==> config.mk <==
export PLATFORM = sky130hd
export DESIGN_NAME = binomial_coefficient_core
export DESIGN_NICKNAME = d
export VERILOG_FILES = /design/src/rtl/core/bcc_pkg.sv /design/src/rtl/core/bcc_seq.sv /design/src/rtl/core/binomial_coefficient_core.sv
export SDC_FILE = /design/constraint.sdc
export NUM_CORES = 1
export LEC_CHECK = 0
export CAP_MARGIN = 20
export CORE_AREA = 2 2 232 234
export DETAILED_ROUTE_END_ITERATION = 6
export DIE_AREA = 0 0 234 236
export DONT_BUFFER_PORTS = 1
export GPL_ROUTABILITY_DRIVEN = 0
export PLACE_DENSITY = 0.59
export SLEW_MARGIN = 5
export SYNTH_ARGS = -nofsm -noshare
export SYNTH_HDL_FRONTEND = slang
export SYNTH_SLANG_ARGS = --single-unit
==> constraint.sdc <==
create_clock -name clk -period 8.2 [get_ports clk]
set_input_delay 0.82 -clock clk [delete_from_list [all_inputs] [get_ports clk]]
set_output_delay 0.82 -clock clk [all_outputs]
set_load 0.02 [all_outputs]
==> src/rtl/core/bcc_pkg.sv <==
package bcc_pkg;

  localparam int NW = 6;
  localparam int IW = 5;
  localparam int PW = 59;
  localparam int DW = PW + NW;
  localparam int CW = 7;
  localparam int PCW = 3;

  typedef struct packed {
    logic [NW-1:0] count_n;
    logic [NW-1:0] count_k;
  } bcc_in_t;

  typedef struct packed {
    logic [PW-1:0] coefficient;
    logic          status;
  } bcc_out_t;

  localparam logic [2:0] OP_NOP    = 3'd0;
  localparam logic [2:0] OP_LOAD   = 3'd1;
  localparam logic [2:0] OP_MUL    = 3'd2;
  localparam logic [2:0] OP_DIV    = 3'd3;
  localparam logic [2:0] OP_UPDATE = 3'd4;
  localparam logic [2:0] OP_EMIT   = 3'd5;

  localparam logic [2:0] COND_NEVER    = 3'd0;
  localparam logic [2:0] COND_NO_IN    = 3'd1;
  localparam logic [2:0] COND_ERR      = 3'd2;
  localparam logic [2:0] COND_DONE     = 3'd3;
  localparam logic [2:0] COND_DIV_MORE = 3'd4;
  localparam logic [2:0] COND_OUT_BUSY = 3'd5;
  localparam logic [2:0] COND_ALWAYS   = 3'd6;

  localparam logic [PCW-1:0] PC_WAIT   = 3'd0;
  localparam logic [PCW-1:0] PC_CHECK  = 3'd1;
  localparam logic [PCW-1:0] PC_LOOP   = 3'd2;
  localparam logic [PCW-1:0] PC_MUL    = 3'd3;
  localparam logic [PCW-1:0] PC_DIV    = 3'd4;
  localparam logic [PCW-1:0] PC_UPDATE = 3'd5;
  localparam logic [PCW-1:0] PC_EMIT   = 3'd6;

  typedef struct packed {
    logic [2:0]     op;
    logic [2:0]     cond;
    logic [PCW-1:0] target;
  } bcc_ctrl_t;

  typedef struct packed {
    logic in_accept;
    logic err;
    logic done;
    logic div_more;
    logic out_busy;
  } bcc_flags_t;

  // Control store: a taken condition jumps to target, otherwise the next step follows.
  function automatic bcc_ctrl_t bcc_rom(input logic [PCW-1:0] pc);
    bcc_ctrl_t w;
    case (pc)
      PC_WAIT:   w = '{op: OP_LOAD,   cond: COND_NO_IN,    target: PC_WAIT};
      PC_CHECK:  w = '{op: OP_NOP,    cond: COND_ERR,      target: PC_EMIT};
      PC_LOOP:   w = '{op: OP_NOP,    cond: COND_DONE,     target: PC_EMIT};
      PC_MUL:    w = '{op: OP_MUL,    cond: COND_NEVER,    target: PC_WAIT};
      PC_DIV:    w = '{op: OP_DIV,    cond: COND_DIV_MORE, target: PC_DIV};
      PC_UPDATE: w = '{op: OP_UPDATE, cond: COND_ALWAYS,   target: PC_LOOP};
      PC_EMIT:   w = '{op: OP_EMIT,   cond: COND_OUT_BUSY, target: PC_EMIT};
      default:   w = '{op: OP_NOP,    cond: COND_ALWAYS,   target: PC_WAIT};
    endcase
    return w;
  endfunction

endpackage

==> src/rtl/core/bcc_seq.sv <==
module bcc_seq
  import bcc_pkg::*;
(
  input  logic       clk,
  input  logic       rst,
  input  bcc_flags_t flags,
  output bcc_ctrl_t  ctrl,
  output logic       idle
);

  logic [PCW-1:0] pc;
  logic [PCW-1:0] pc_next;
  logic           taken;

  assign ctrl = bcc_rom(pc);
  assign idle = (pc == PC_WAIT);

  always_comb begin
    case (ctrl.cond)
      COND_NEVER:    taken = 1'b0;
      COND_NO_IN:    taken = !flags.in_accept;
      COND_ERR:      taken = flags.err;
      COND_DONE:     taken = flags.done;
      COND_DIV_MORE: taken = flags.div_more;
      COND_OUT_BUSY: taken = flags.out_busy;
      COND_ALWAYS:   taken = 1'b1;
      default:       taken = 1'b1;
    endcase
    pc_next = taken ? ctrl.target : pc + 1'b1;
  end

  always_ff @(posedge clk) begin
    if (rst) begin
      pc <= PC_WAIT;
    end else begin
      pc <= pc_next;
    end
  end

endmodule

==> src/rtl/core/binomial_coefficient_core.sv <==
// Computes n choose k exactly, one transaction at a time. The input is taken
// only while the sequencer waits for work; a finished result sits in an output
// register so the next input can be accepted while it waits to be taken.
// With m = min(k, n-k), the result takes m steps after the input is accepted.
// Each step is a loop test, one multiply by n-i, a bit-serial restoring
// division by i+1 and an update. The result step waits while an earlier result
// is still held by the receiver. k greater than n, or n greater than MAX_N,
// returns coefficient 0 with status 1.
module binomial_coefficient_core
  import bcc_pkg::*;
#(
  parameter int MAX_N = 62
) (
  input  logic     clk,
  input  logic     rst,
  input  logic     in_valid,
  output logic     in_stall,
  input  bcc_in_t  in_data,
  output logic     out_valid,
  input  logic     out_stall,
  output bcc_out_t out_data
);

  bcc_ctrl_t  ctrl;
  bcc_flags_t flags;
  logic       idle;

  logic [NW-1:0] n;
  logic [IW-1:0] m;
  logic [IW-1:0] i;
  logic          err;
  logic [PW-1:0] prod;
  logic [DW-1:0] dvd;
  logic [CW-1:0] cnt;
  logic [NW-1:0] rem;

  logic          in_accept;
  logic          ld_err;
  logic [NW-1:0] diff;
  logic [NW-1:0] top;
  logic [NW-1:0] divisor;
  logic [NW:0]   rem_sh;
  logic          qbit;

  bcc_seq u_seq (
    .clk   (clk),
    .rst   (rst),
    .flags (flags),
    .ctrl  (ctrl),
    .idle  (idle)
  );

  assign in_stall  = !idle;
  assign in_accept = in_valid && idle;

  assign ld_err = (in_data.count_n > NW'(MAX_N)) || (in_data.count_k > in_data.count_n);
  assign diff   = in_data.count_n - in_data.count_k;

  assign top     = n - NW'(i);
  assign divisor = NW'(i) + 1'b1;
  assign rem_sh  = {rem, dvd[DW-1]};
  assign qbit    = (rem_sh >= {1'b0, divisor});

  assign flags.in_accept = in_accept;
  assign flags.err       = err;
  assign flags.done      = (i == m);
  assign flags.div_more  = (cnt != CW'(1));
  assign flags.out_busy  = out_valid && out_stall;

  always_ff @(posedge clk) begin
    if (rst) begin
      out_valid <= 1'b0;
    end else if (ctrl.op == OP_EMIT && !flags.out_busy) begin
      out_valid <= 1'b1;
    end else if (!out_stall) begin
      out_valid <= 1'b0;
    end
  end

  always_ff @(posedge clk) begin
    if (ctrl.op == OP_EMIT && !flags.out_busy) begin
      out_data.coefficient <= err ? '0 : prod;
      out_data.status      <= err;
    end
  end

  always_ff @(posedge clk) begin
    case (ctrl.op)
      OP_LOAD: begin
        if (in_accept) begin
          n    <= in_data.count_n;
          m    <= (diff < in_data.count_k) ? diff[IW-1:0] : in_data.count_k[IW-1:0];
          err  <= ld_err;
          i    <= '0;
          prod <= PW'(1);
        end
      end
      OP_MUL: begin
        dvd <= DW'(prod) * DW'(top);
        rem <= '0;
        cnt <= CW'(DW);
      end
      OP_DIV: begin
        // Restoring division: the dividend register fills with quotient bits.
        rem <= qbit ? NW'(rem_sh - {1'b0, divisor}) : rem_sh[NW-1:0];
        dvd <= {dvd[DW-2:0], qbit};
        cnt <= cnt - 1'b1;
      end
      OP_UPDATE: begin
        prod <= dvd[PW-1:0];
        i    <= i + 1'b1;
      end
      default: begin
      end
    endcase
  end

endmodule

Yosys cells after proc, flatten, opt, wreduce, memory -nomap -nowiden
Index checks and enable logic that the tools add are counted.
{"block": "classes", "bitwise": 0, "n_shift": 0, "n_addsub": 7, "eq_ne": 20, "reduce_logical": 13, "multipliers": 1, "div_mod_pow": 0, "mux": 14, "order_cmp": 4}
{"operator": "$pmux W65 S2", "count": 1}
{"operator": "$pmux W59 S2", "count": 1}
{"operator": "$mul A59 B6 Y65", "count": 1}
{"operator": "$pmux W9 S7", "count": 1}
{"operator": "$mux W59", "count": 1}
{"operator": "$eq A3 B3 Y1 const B", "count": 7}
{"operator": "$eq A3 B2 Y1 const B", "count": 6}
{"operator": "$pmux W7 S2", "count": 1}
{"operator": "$pmux W6 S2", "count": 1}
{"operator": "$sub A6 B6 Y6", "count": 2}
{"operator": "$mux W5", "count": 2}
{"operator": "$pmux W5 S2", "count": 1}
{"operator": "$eq A3 B1 Y1 const B", "count": 3}
{"operator": "$ge A7 B6 Y1", "count": 1}
{"operator": "$ne A7 B1 Y1 const B", "count": 1}
{"operator": "$sub A7 B1 Y7 const B", "count": 1}
{"operator": "$add A5 B1 Y6 const B", "count": 1}
{"operator": "$gt A6 B6 Y1", "count": 1}
{"operator": "$gt A6 B6 Y1 const B", "count": 1}
{"operator": "$logic_not A3 Y1", "count": 2}
{"operator": "$lt A6 B6 Y1", "count": 1}
{"operator": "$mux W6", "count": 1}
{"operator": "$pmux W1 S6", "count": 1}
{"operator": "$sub A6 B5 Y6", "count": 1}
{"operator": "other kinds (12)", "count": 19}
{"block": "totals", "input_bits": 16, "elab_cells": 71, "ramBits": 0, "latchBits": 0, "rom_bits": 0, "reg_bits": 218, "output_inout_bits": 62, "n_memories": 0}

Longest topological paths before layout
Gate-level depths: netlist (run 1).
{"block": "logic_depth", "word_depth": 5, "mapped_depth": 27, "depth_no_buf": 24}

Cells and area by module
A second synthesis (run 1) with hierarchy kept.
{"block": "unflattened", "hier_cells": 2176, "hier_area_um2": 21058.9}
{"mod": "binomial_coefficient_core", "seq_area_each_um2": 6446.2, "cells_each": 2123, "instances": 1, "area_each_um2": 20637.3}
{"mod": "bcc_seq", "seq_area_each_um2": 60.1, "cells_each": 53, "instances": 1, "area_each_um2": 421.7}

Least setup slack after synthesis (run 1)
No wires, ideal clock.
{"block": "synth_path", "path_kind": "register to register", "startpoint": "register i[1]", "endpoint": "register dvd[40] (data pin)", "setup_ns": 0.258, "path_buffers": 2, "period_less_slack_ns": 6.214, "t_arrival_ns": 5.956, "path_stages_with_launch": 26, "slack_ns": 1.986, "required_time_ns": 7.942, "path_cell_list": "edfxtp_1 inv_1 ha_1 a21o_1 a21oi_1 o21bai_1 a21o_1 xor2_1 clkbuf_1 clkbuf_1 nor2b_1 fa_1 inv_1 fa_1 fa_1 inv_1 ha_1 a21oi_1 o221ai_1 a21oi_1 o211ai_2 a41oi_1 o21a_1 o21ai_1 a2111o_1 o221a_2"}
{"block": "synth_via", "elab_chain_len": 3}
{"element": "from (decl)", "line": "binomial_coefficient_core.sv:30", "source": "logic [IW-1:0] i;"}
{"element": "from (signal assigned)", "line": "binomial_coefficient_core.sv:111", "source": "i <= i + 1'b1;"}
{"element": "$sub A6 B5 Y6", "line": "binomial_coefficient_core.sv:59", "source": "assign top = n - NW'(i);"}
{"element": "$mul A59 B6 Y65", "line": "binomial_coefficient_core.sv:99", "source": "dvd <= DW'(prod) * DW'(top);"}
{"element": "$pmux W65 S2", "line": "binomial_coefficient_core.sv:88", "source": "case (ctrl.op)"}
{"element": "to (signal assigned)", "line": "binomial_coefficient_core.sv:99"}
{"element": "to (signal assigned)", "line": "binomial_coefficient_core.sv:106", "source": "dvd <= {dvd[DW-2:0], qbit};"}
{"element": "to (decl)", "line": "binomial_coefficient_core.sv:33", "source": "logic [DW-1:0] dvd;"}
Every way passes these cells.
A chain may end at the register's enable or synchronous reset.

Worst setup path after layout (run 1)
{"block": "layout_path", "startpoint": "register i[2]", "endpoint": "register dvd[60] (data pin)"}
Same word-level chain as after synthesis.

==> metrics.log, run 1 <==
[metrics] outcome: complete, no violations
[metrics] Hold WS: about 290 ps
[metrics] clock root buffer: sky130_fd_sc_hd__clkbuf_16
[metrics] cell count after synthesis: 2,134
[metrics] Main synth FF type: sky130_fd_sc_hd__edfxtp_1
[metrics] Register Area: 0.00651 mm2
[metrics] fmax: 0.140 GHz
[metrics] met2 Track Usage GR: 0.306
[metrics] Period Utilization, post-route: 0.872
[metrics] insertion delay to the later sink of the worst-skew pair: about 600 ps
[metrics] remaining max-slew budget at the tightest pin: 0.342
[metrics] Synth top cells by count: sky130_fd_sc_hd__inv_1, sky130_fd_sc_hd__fa_1, sky130_fd_sc_hd__edfxtp_1
[metrics] sum of negative setup slack: 0 ps
[metrics] die height: 236 um
[metrics] Setup Fix Bufs, Post-CTS: 0
[metrics] total half-perimeter wirelength after legalization and detailed placement: 35,200 um
[metrics] fraction of synthesized cell area taken by the top area cell type: 0.307
[metrics] share of final-layout standard cells stronger than drive strength 1: 0.0469
[metrics] Starting Density: 0.394
[metrics] TritonCTS clock tree: yes
[metrics] Worst Path Arrival: approximately 7500 ps
[metrics] Max stage delay cell, worst path: sky130_fd_sc_hd__xnor2_4
[metrics] count of buffer and inverter cells on the critical path: 4
[metrics] count of maximum capacitance violations: 0
[metrics] combined area of the multi-input logic cells: between 0.01 and 0.015 mm2
[metrics] adder-cell share of the synthesized area: 0.284
[metrics] Worst setup EP type: flop
[metrics] post-detailed-routing wire length: 49,500 um
[metrics] number of clock sinks seen by CTS: around 220
[metrics] area of the die: 0.0552 mm2
[metrics] global route hottest layer: met2
[metrics] cell-by-cell listing of the critical path: inv_1 > ha_1 > a21oi_1 > xnor2_4 > buf_4 > and2_1 > fa_1 > inv_1 > fa_1 > fa_1 > inv_1 > ha_1 > o21ai_0 > o21ai_0 > a21oi_1 > nor4b_2 > o211ai_1 > a211oi_1 > o21ai_2 > xor2_1 > a21oi_1
[metrics] largest stage delay on the critical path: 750 ps
[metrics] final setup skew: about 24 ps
[metrics] post-synthesis xor/xnor area fraction: 0.0298
[metrics] final net count: approximately 2,400
[metrics] area growth from synthesis to layout: 8.07%
[metrics] clk slew on worst S/H paths: about 60 ps
[metrics] family of cells with the greatest summed delay on the critical path: adder cells
[metrics] cell type contributing the most total cell area after synthesis: sky130_fd_sc_hd__edfxtp_1
[metrics] total number of yosys warnings: 0
[metrics] total of endpoints with negative setup slack in the final report: 0
[metrics] quantity of gates resized following cts: 0
[metrics] simple-gate area share of the yosys netlist: 0.206
[metrics] global-route usage over all layers: 0.185
[metrics] largest family of logic cells by synthesized area: adder cells
[metrics] number of nets produced by synthesis: ~2,500
[metrics] number of register bits inferred by synthesis: 218
[metrics] area of the placeable core: 0.0531 mm2
[metrics] Startpoint Class: flop
[metrics] number of flops mapped to enable cells by yosys: around 210
[metrics] min Tclk post-route: 7150 ps
[metrics] number of hold buffers added after cts: 0
[metrics] crit path max fanout: 36
[metrics] Cell Area, Synth: between 0.02 and 0.025 mm2
[metrics] final worst slack: 1050 ps
[metrics] DR iter-0 viols: between 900 and 1,000
[metrics] most common cell in the synthesized netlist: sky130_fd_sc_hd__inv_1
[metrics] CTS max path bufs: 3
[metrics] CTS H-tree depth: 1
[metrics] residual DRC count: 0
[metrics] count of input and output buffers: 0
[metrics] complex-gate fraction of the synthesized area: 0.0977
[metrics] final hold violations: 0
[metrics] vias in the first global route: about 16,000
[metrics] Hold/Removal Path Class: in2reg
[metrics] Cell variety after synth: 74
[metrics] Inserted Clock Buffers: 30
[metrics] sequential-to-total area share from yosys stat: 0.311
[metrics] number of antenna violations at the first check in global routing: 0
[metrics] share of cell area taken by muxes after synthesis: 0.00443
[metrics] per-cell via count in the routed design: between 5 and 6
[metrics] Die X: between 200 and 250 um
[metrics] Filler Cells Inserted: just over 5,000
[metrics] largest cells by area after synthesis: sky130_fd_sc_hd__edfxtp_1, sky130_fd_sc_hd__fa_1, sky130_fd_sc_hd__ha_1, sky130_fd_sc_hd__and2_1, sky130_fd_sc_hd__inv_1
[metrics] wire length of the first global-routing pass: 82,400 um
[metrics] Pre-Repair DR Iteration Count: 5
[metrics] Detail Route Antenna Nets: 0
[metrics] Setup CP Type: reg2reg
[metrics] I/O pin cnt: roughly 80
[metrics] setup repair after global routing missed its margin: false
[metrics] required arrival time at the worst endpoint: approximately 8500 ps
[metrics] global route overflow: 0
[metrics] wire per inst: between 15 and 20 um
[metrics] Setup Slack @ Placement: between 1000 and 1500 ps
[metrics] Post-Syn Area per Cell: approximately 9.8 um2
[metrics] max-slew violation total from the final report: 0
[metrics] pin count of the biggest net entering global routing: 74
[metrics] met1 track demand over resource in global routing: 0.254
[metrics] share of flip-flops with an asynchronous set or reset: 0
[metrics] transition time at the pin with the least slew margin: 987 ps
[metrics] fraction of met3 tracks used by global routing: 0.0233
[metrics] # rows: 85
[metrics] total number of vias: between 10,000 and 15,000
[metrics] count of inserted antenna diode cells: 0
## worst reg2reg max path, cell delays in order (launching register included)
cell                       delay, ps
sky130_fd_sc_hd__edfxtp_1        440
sky130_fd_sc_hd__inv_1            70
sky130_fd_sc_hd__ha_1            410
sky130_fd_sc_hd__a21oi_1         200
sky130_fd_sc_hd__xnor2_4         750
sky130_fd_sc_hd__buf_4           530
sky130_fd_sc_hd__and2_1          230
sky130_fd_sc_hd__fa_1            420
sky130_fd_sc_hd__inv_1            90
sky130_fd_sc_hd__fa_1            410
sky130_fd_sc_hd__fa_1            550
sky130_fd_sc_hd__inv_1            40
sky130_fd_sc_hd__ha_1            330
sky130_fd_sc_hd__o21ai_0         120
sky130_fd_sc_hd__o21ai_0         480
sky130_fd_sc_hd__a21oi_1         280
sky130_fd_sc_hd__nor4b_2         370
sky130_fd_sc_hd__o211ai_1        240
sky130_fd_sc_hd__a211oi_1        490
sky130_fd_sc_hd__o21ai_2         180
sky130_fd_sc_hd__xor2_1          150
sky130_fd_sc_hd__a21oi_1          80
## layout by cell type (no fill, tap or decap), types with 14 or more instances in the layout
cell type and n:
sky130_fd_sc_hd__o21ai_0 57, sky130_fd_sc_hd__buf_4 14, sky130_fd_sc_hd__fa_1 231, sky130_fd_sc_hd__nand2b_1 68, sky130_fd_sc_hd__nor3_1 14, sky130_fd_sc_hd__edfxtp_1 214, sky130_fd_sc_hd__nand3_1 20, sky130_fd_sc_hd__a21o_1 43
sky130_fd_sc_hd__clkbuf_16 30, sky130_fd_sc_hd__xor2_1 33, sky130_fd_sc_hd__o21bai_1 14, sky130_fd_sc_hd__inv_1 278, sky130_fd_sc_hd__nor2_1 109, sky130_fd_sc_hd__nor2b_1 134, sky130_fd_sc_hd__nand2_1 212, sky130_fd_sc_hd__and2_1 185
sky130_fd_sc_hd__a21oi_1 120, sky130_fd_sc_hd__ha_1 103, sky130_fd_sc_hd__nand4_1 24, sky130_fd_sc_hd__xnor2_1 34
## state kept, by name, indices dropped and copies added (netlist names)
signal	cells
dvd	65
out_data	60
prod	59
cnt	7
n	6
rem	6
i	5
m	5
u_seq.pc	3
err	1
out_valid	1
## stage by stage
stage | instance area [um2] | util | instances
final | 22600 | 0.426 | 2807
after global routing | 22600 | 0.426 | 2807
after CTS | 22600 | 0.425 | 2806
after detailed placement | 21600 | 0.408 | 2751
after global placement | 21600 | 0.408 | 2751
after floorplan | 20900 | - | 2134
## path summary, 6_finish.rpt
check,from,to,slack (ps),depth (start not counted)
worst min register to register,u_seq.pc[0]$_SDFF_PP0_,u_seq.pc[0]$_SDFF_PP0_,490,1
worst max register to register,i[2]$_SDFFCE_PN0P_,dvd[60]$_DFFE_PP_,1050,21
worst min-delay path,rst,out_valid$_SDFFE_PP0P_,290,1
worst max-delay path,i[2]$_SDFFCE_PN0P_,dvd[60]$_DFFE_PP_,1050,21
## cells by family (layout without fill, tap and decap cells)
family	Yosys count	in the layout
fa+ha+maj	335	335
mux	9	9
flops	218	218
simple gates	812	812
xor+xnor	71	71
buf+inv	372	349
compound gates	317	317
## per-layer routing
| metal | vias to the layer above | routed length [um] |
|---|---|---|
| met4 | 0 | 1090 |
| met1 | 7317 | 22300 |
| met3 | 63 | 2210 |
| li1 | 6865 | - |
| met2 | 322 | 23900 |
| met5 | - | 0 |
## area by class of cell
class / count / area share
Multi-Input combinational cell: 1544 / 0.579
Sequential cell: 218 / 0.288
Inverter: 278 / 0.0462
Tap cell: 696 / 0.0386
Clock buffer: 33 / 0.0337
Clock inverter: 22 / 0.00731
Timing Repair Buffer: 16 / 0.00676
Power of run 1 is not shown: default switching activity piles up to over one toggle a cycle in this logic, so the estimate is an artifact.
==> run 2, diff against run 1 <==
- MAX_ROUTING_LAYER: not set -> met4
==> metrics.log, run 2 (synthesis results as in run 1) <==
[metrics] count of inserted antenna diode cells: 0 (unchanged)
[metrics] remaining max-slew budget at the tightest pin: 0.333 (was 0.342)
[metrics] count of maximum capacitance violations: 0 (unchanged)
[metrics] fmax: 0.140 GHz (about the same)
[metrics] total half-perimeter wirelength after legalization and detailed placement: 35,200 um (unchanged)
[metrics] FF-to-FF path depth: 21 (unchanged)
[metrics] Detail Route Antenna Nets: 0 (unchanged)
[metrics] RR Startpoint: i[2]$_SDFFCE_PN0P_ (unchanged)
[metrics] area growth from synthesis to layout: 8.07% (unchanged)
[metrics] Worst Path Arrival: 7460 ps (was 7470 ps)
[metrics] Core Util, Final: 0.426 (unchanged)
[metrics] setup repair after global routing missed its margin: false (unchanged)
[metrics] per-cell via count in the routed design: 5.19 (about the same)
[metrics] Hold/Removal Path Class: in2reg (unchanged)
[metrics] wire length of the first global-routing pass: 82,400 um (about the same)
[metrics] vias in the first global route: 15,636 (was 15,638)
[metrics] die height: 236 um (unchanged)
[metrics] final hold violations: 0 (unchanged)
[metrics] global-route usage over all layers: 0.191 (was 0.185)
[metrics] residual DRC count: 0 (unchanged)
[metrics] end point of the most critical hold path: out_valid$_SDFFE_PP0P_ (unchanged)
[metrics] number of hold buffers added after cts: 0 (unchanged)
[metrics] total of endpoints with negative setup slack in the final report: 0 (unchanged)
[metrics] final setup skew: 21.3 ps (was 23.6 ps)
[metrics] global route hottest layer: met2 (unchanged)
[metrics] final cell area excluding filler cells: 0.0226 mm2 (unchanged)
[metrics] Worst setup EP type: flop (unchanged)
[metrics] Starting Density: 0.394 (unchanged)
[metrics] TritonCTS clock tree: yes (unchanged)
[metrics] Die X: 234 um (unchanged)
[metrics] Inserted Clock Buffers: 30 (unchanged)
[metrics] # rows: 85 (unchanged)
[metrics] met2 Track Usage GR: 0.306 (about the same)
[metrics] Register Area: 0.00651 mm2 (unchanged)
[metrics] worst reg2reg setup slack: 1050 ps (about the same)
[metrics] Filler Cells Inserted: 5,073 (unchanged)
[metrics] I/O pin cnt: 78 (unchanged)
[metrics] pin count of the biggest net entering global routing: 74 (unchanged)
[metrics] hold path startpoint: rst (unchanged)
[metrics] DR iter-0 viols: 878 (was 935)
[metrics] Reg with most FFs: dvd (unchanged)
[metrics] area of the placeable core: 0.0531 mm2 (unchanged)
[metrics] critical path launch point: i[2]$_SDFFCE_PN0P_ (unchanged)
[metrics] max-slew violation total from the final report: 0 (unchanged)
[metrics] number of antenna violations at the first check in global routing: 0 (unchanged)
[metrics] required arrival time at the worst endpoint: 8510 ps (was 8520 ps)
[metrics] combined area of the multi-input logic cells: 0.0131 mm2 (unchanged)
[metrics] number of flip-flops under the largest register name: 65 (unchanged)
[metrics] quantity of gates resized following cts: 0 (unchanged)
[metrics] most frequent standard cell in the layout excluding fill and tap cells: sky130_fd_sc_hd__inv_1 (unchanged)
[metrics] clock root buffer: sky130_fd_sc_hd__clkbuf_16 (unchanged)
[metrics] Pre-Repair DR Iteration Count: 5 (unchanged)
[metrics] clk slew on worst S/H paths: 60 ps (about the same)
[metrics] registers with the most flip-flops: dvd x65, out_data x60, prod x59 (unchanged)
[metrics] most frequent cells in the layout: sky130_fd_sc_hd__inv_1, sky130_fd_sc_hd__fa_1, sky130_fd_sc_hd__edfxtp_1 (unchanged)
[metrics] Setup Fix Bufs, Post-CTS: 0 (unchanged)
[metrics] number of clock sinks seen by CTS: 218 (unchanged)
[metrics] Period Utilization, post-route: 0.872 (about the same)
[metrics] outcome: complete, no violations (unchanged)
[metrics] Critical R2R Capture: dvd[60]$_DFFE_PP_ (unchanged)
[metrics] area of the die: 0.0552 mm2 (unchanged)
[metrics] total number of vias: 14,581 (was 14,567)
[metrics] CTS max path bufs: 3 (unchanged)
[metrics] met1 track demand over resource in global routing: 0.254 (about the same)
[metrics] Startpoint Class: flop (unchanged)
[metrics] wire per inst: 17.6 um (about the same)
[metrics] count of input and output buffers: 0 (unchanged)
[metrics] final net count: 2,439 (unchanged)
[metrics] crit path max fanout: 36 (unchanged)
[metrics] post-detailed-routing wire length: 49,400 um (was 49,500 um)
[metrics] sum of negative setup slack: 0 ps (unchanged)
[metrics] transition time at the pin with the least slew margin: 1000 ps (was 987 ps)
[metrics] share of final-layout standard cells stronger than drive strength 1: 0.0469 (unchanged)
[metrics] min Tclk post-route: 7150 ps (about the same)
[metrics] Hold Crit Depth: 1 (unchanged)
[metrics] placed cell areas: 0.0216 mm2 (unchanged)
[metrics] Setup CP Type: reg2reg (unchanged)
[metrics] global route overflow: 0 (unchanged)
[metrics] fraction of met3 tracks used by global routing: 0.0233 (unchanged)
[metrics] CTS H-tree depth: 1 (unchanged)
[metrics] Hold WS: 288 ps (was 286 ps)
[metrics] insertion delay to the later sink of the worst-skew pair: 590 ps (was 600 ps)
run 2: critical path, cell delays in order, from the launching register on:
cell and delay (ps):
sky130_fd_sc_hd__edfxtp_1 440, sky130_fd_sc_hd__inv_1 70, sky130_fd_sc_hd__ha_1 410, sky130_fd_sc_hd__a21oi_1 200, sky130_fd_sc_hd__xnor2_4 740, sky130_fd_sc_hd__buf_4 520, sky130_fd_sc_hd__and2_1 210, sky130_fd_sc_hd__fa_1 420
sky130_fd_sc_hd__inv_1 90, sky130_fd_sc_hd__fa_1 410, sky130_fd_sc_hd__fa_1 550, sky130_fd_sc_hd__inv_1 40, sky130_fd_sc_hd__ha_1 330, sky130_fd_sc_hd__o21ai_0 120, sky130_fd_sc_hd__o21ai_0 470, sky130_fd_sc_hd__a21oi_1 280
sky130_fd_sc_hd__nor4b_2 380, sky130_fd_sc_hd__o211ai_1 250, sky130_fd_sc_hd__a211oi_1 490, sky130_fd_sc_hd__o21ai_2 180, sky130_fd_sc_hd__xor2_1 150, sky130_fd_sc_hd__a21oi_1 80
run 2: final cells by class:
cell class                 instances  share of cell area
clock inverter                    22             0.00731
timing repair buffer              16             0.00676
sequential                       218               0.288
tap                              696              0.0386
clock buffer                      33              0.0337
inverter                         278              0.0462
multi-input combinational       1544               0.579
run 2: stage by stage:
stage	instances	setup WS (ps)
global route	2807	648
detailed placement	2751	1030
finish	2807	1050
CTS	2806	1060
floorplan	2134	1990
global placement	2751	1150
run 2: worst max-delay path by stage:
stage | slack [ps] | depth (start not counted) | endpoint
global placement | 1150 | 21 | dvd[60]$_DFFE_PP_
global route | 650 | 21 | dvd[60]$_DFFE_PP_
detailed placement | 1030 | 21 | dvd[60]$_DFFE_PP_
floorplan | 1990 | 25 | dvd[40]$_DFFE_PP_
CTS | 1060 | 21 | dvd[60]$_DFFE_PP_
finish | 1050 | 21 | dvd[60]$_DFFE_PP_
run 2: routing by layer:
| layer | vias to the layer above | part of all wire |
|---|---|---|
| li1 | 6861 | - |
| met1 | 7305 | 0.45 |
| met2 | 347 | 0.48 |
| met3 | 68 | 0.045 |
| met4 | 0 | 0.022 |
| met5 | - | 0 |
Power of run 2 is left out for the same reason.
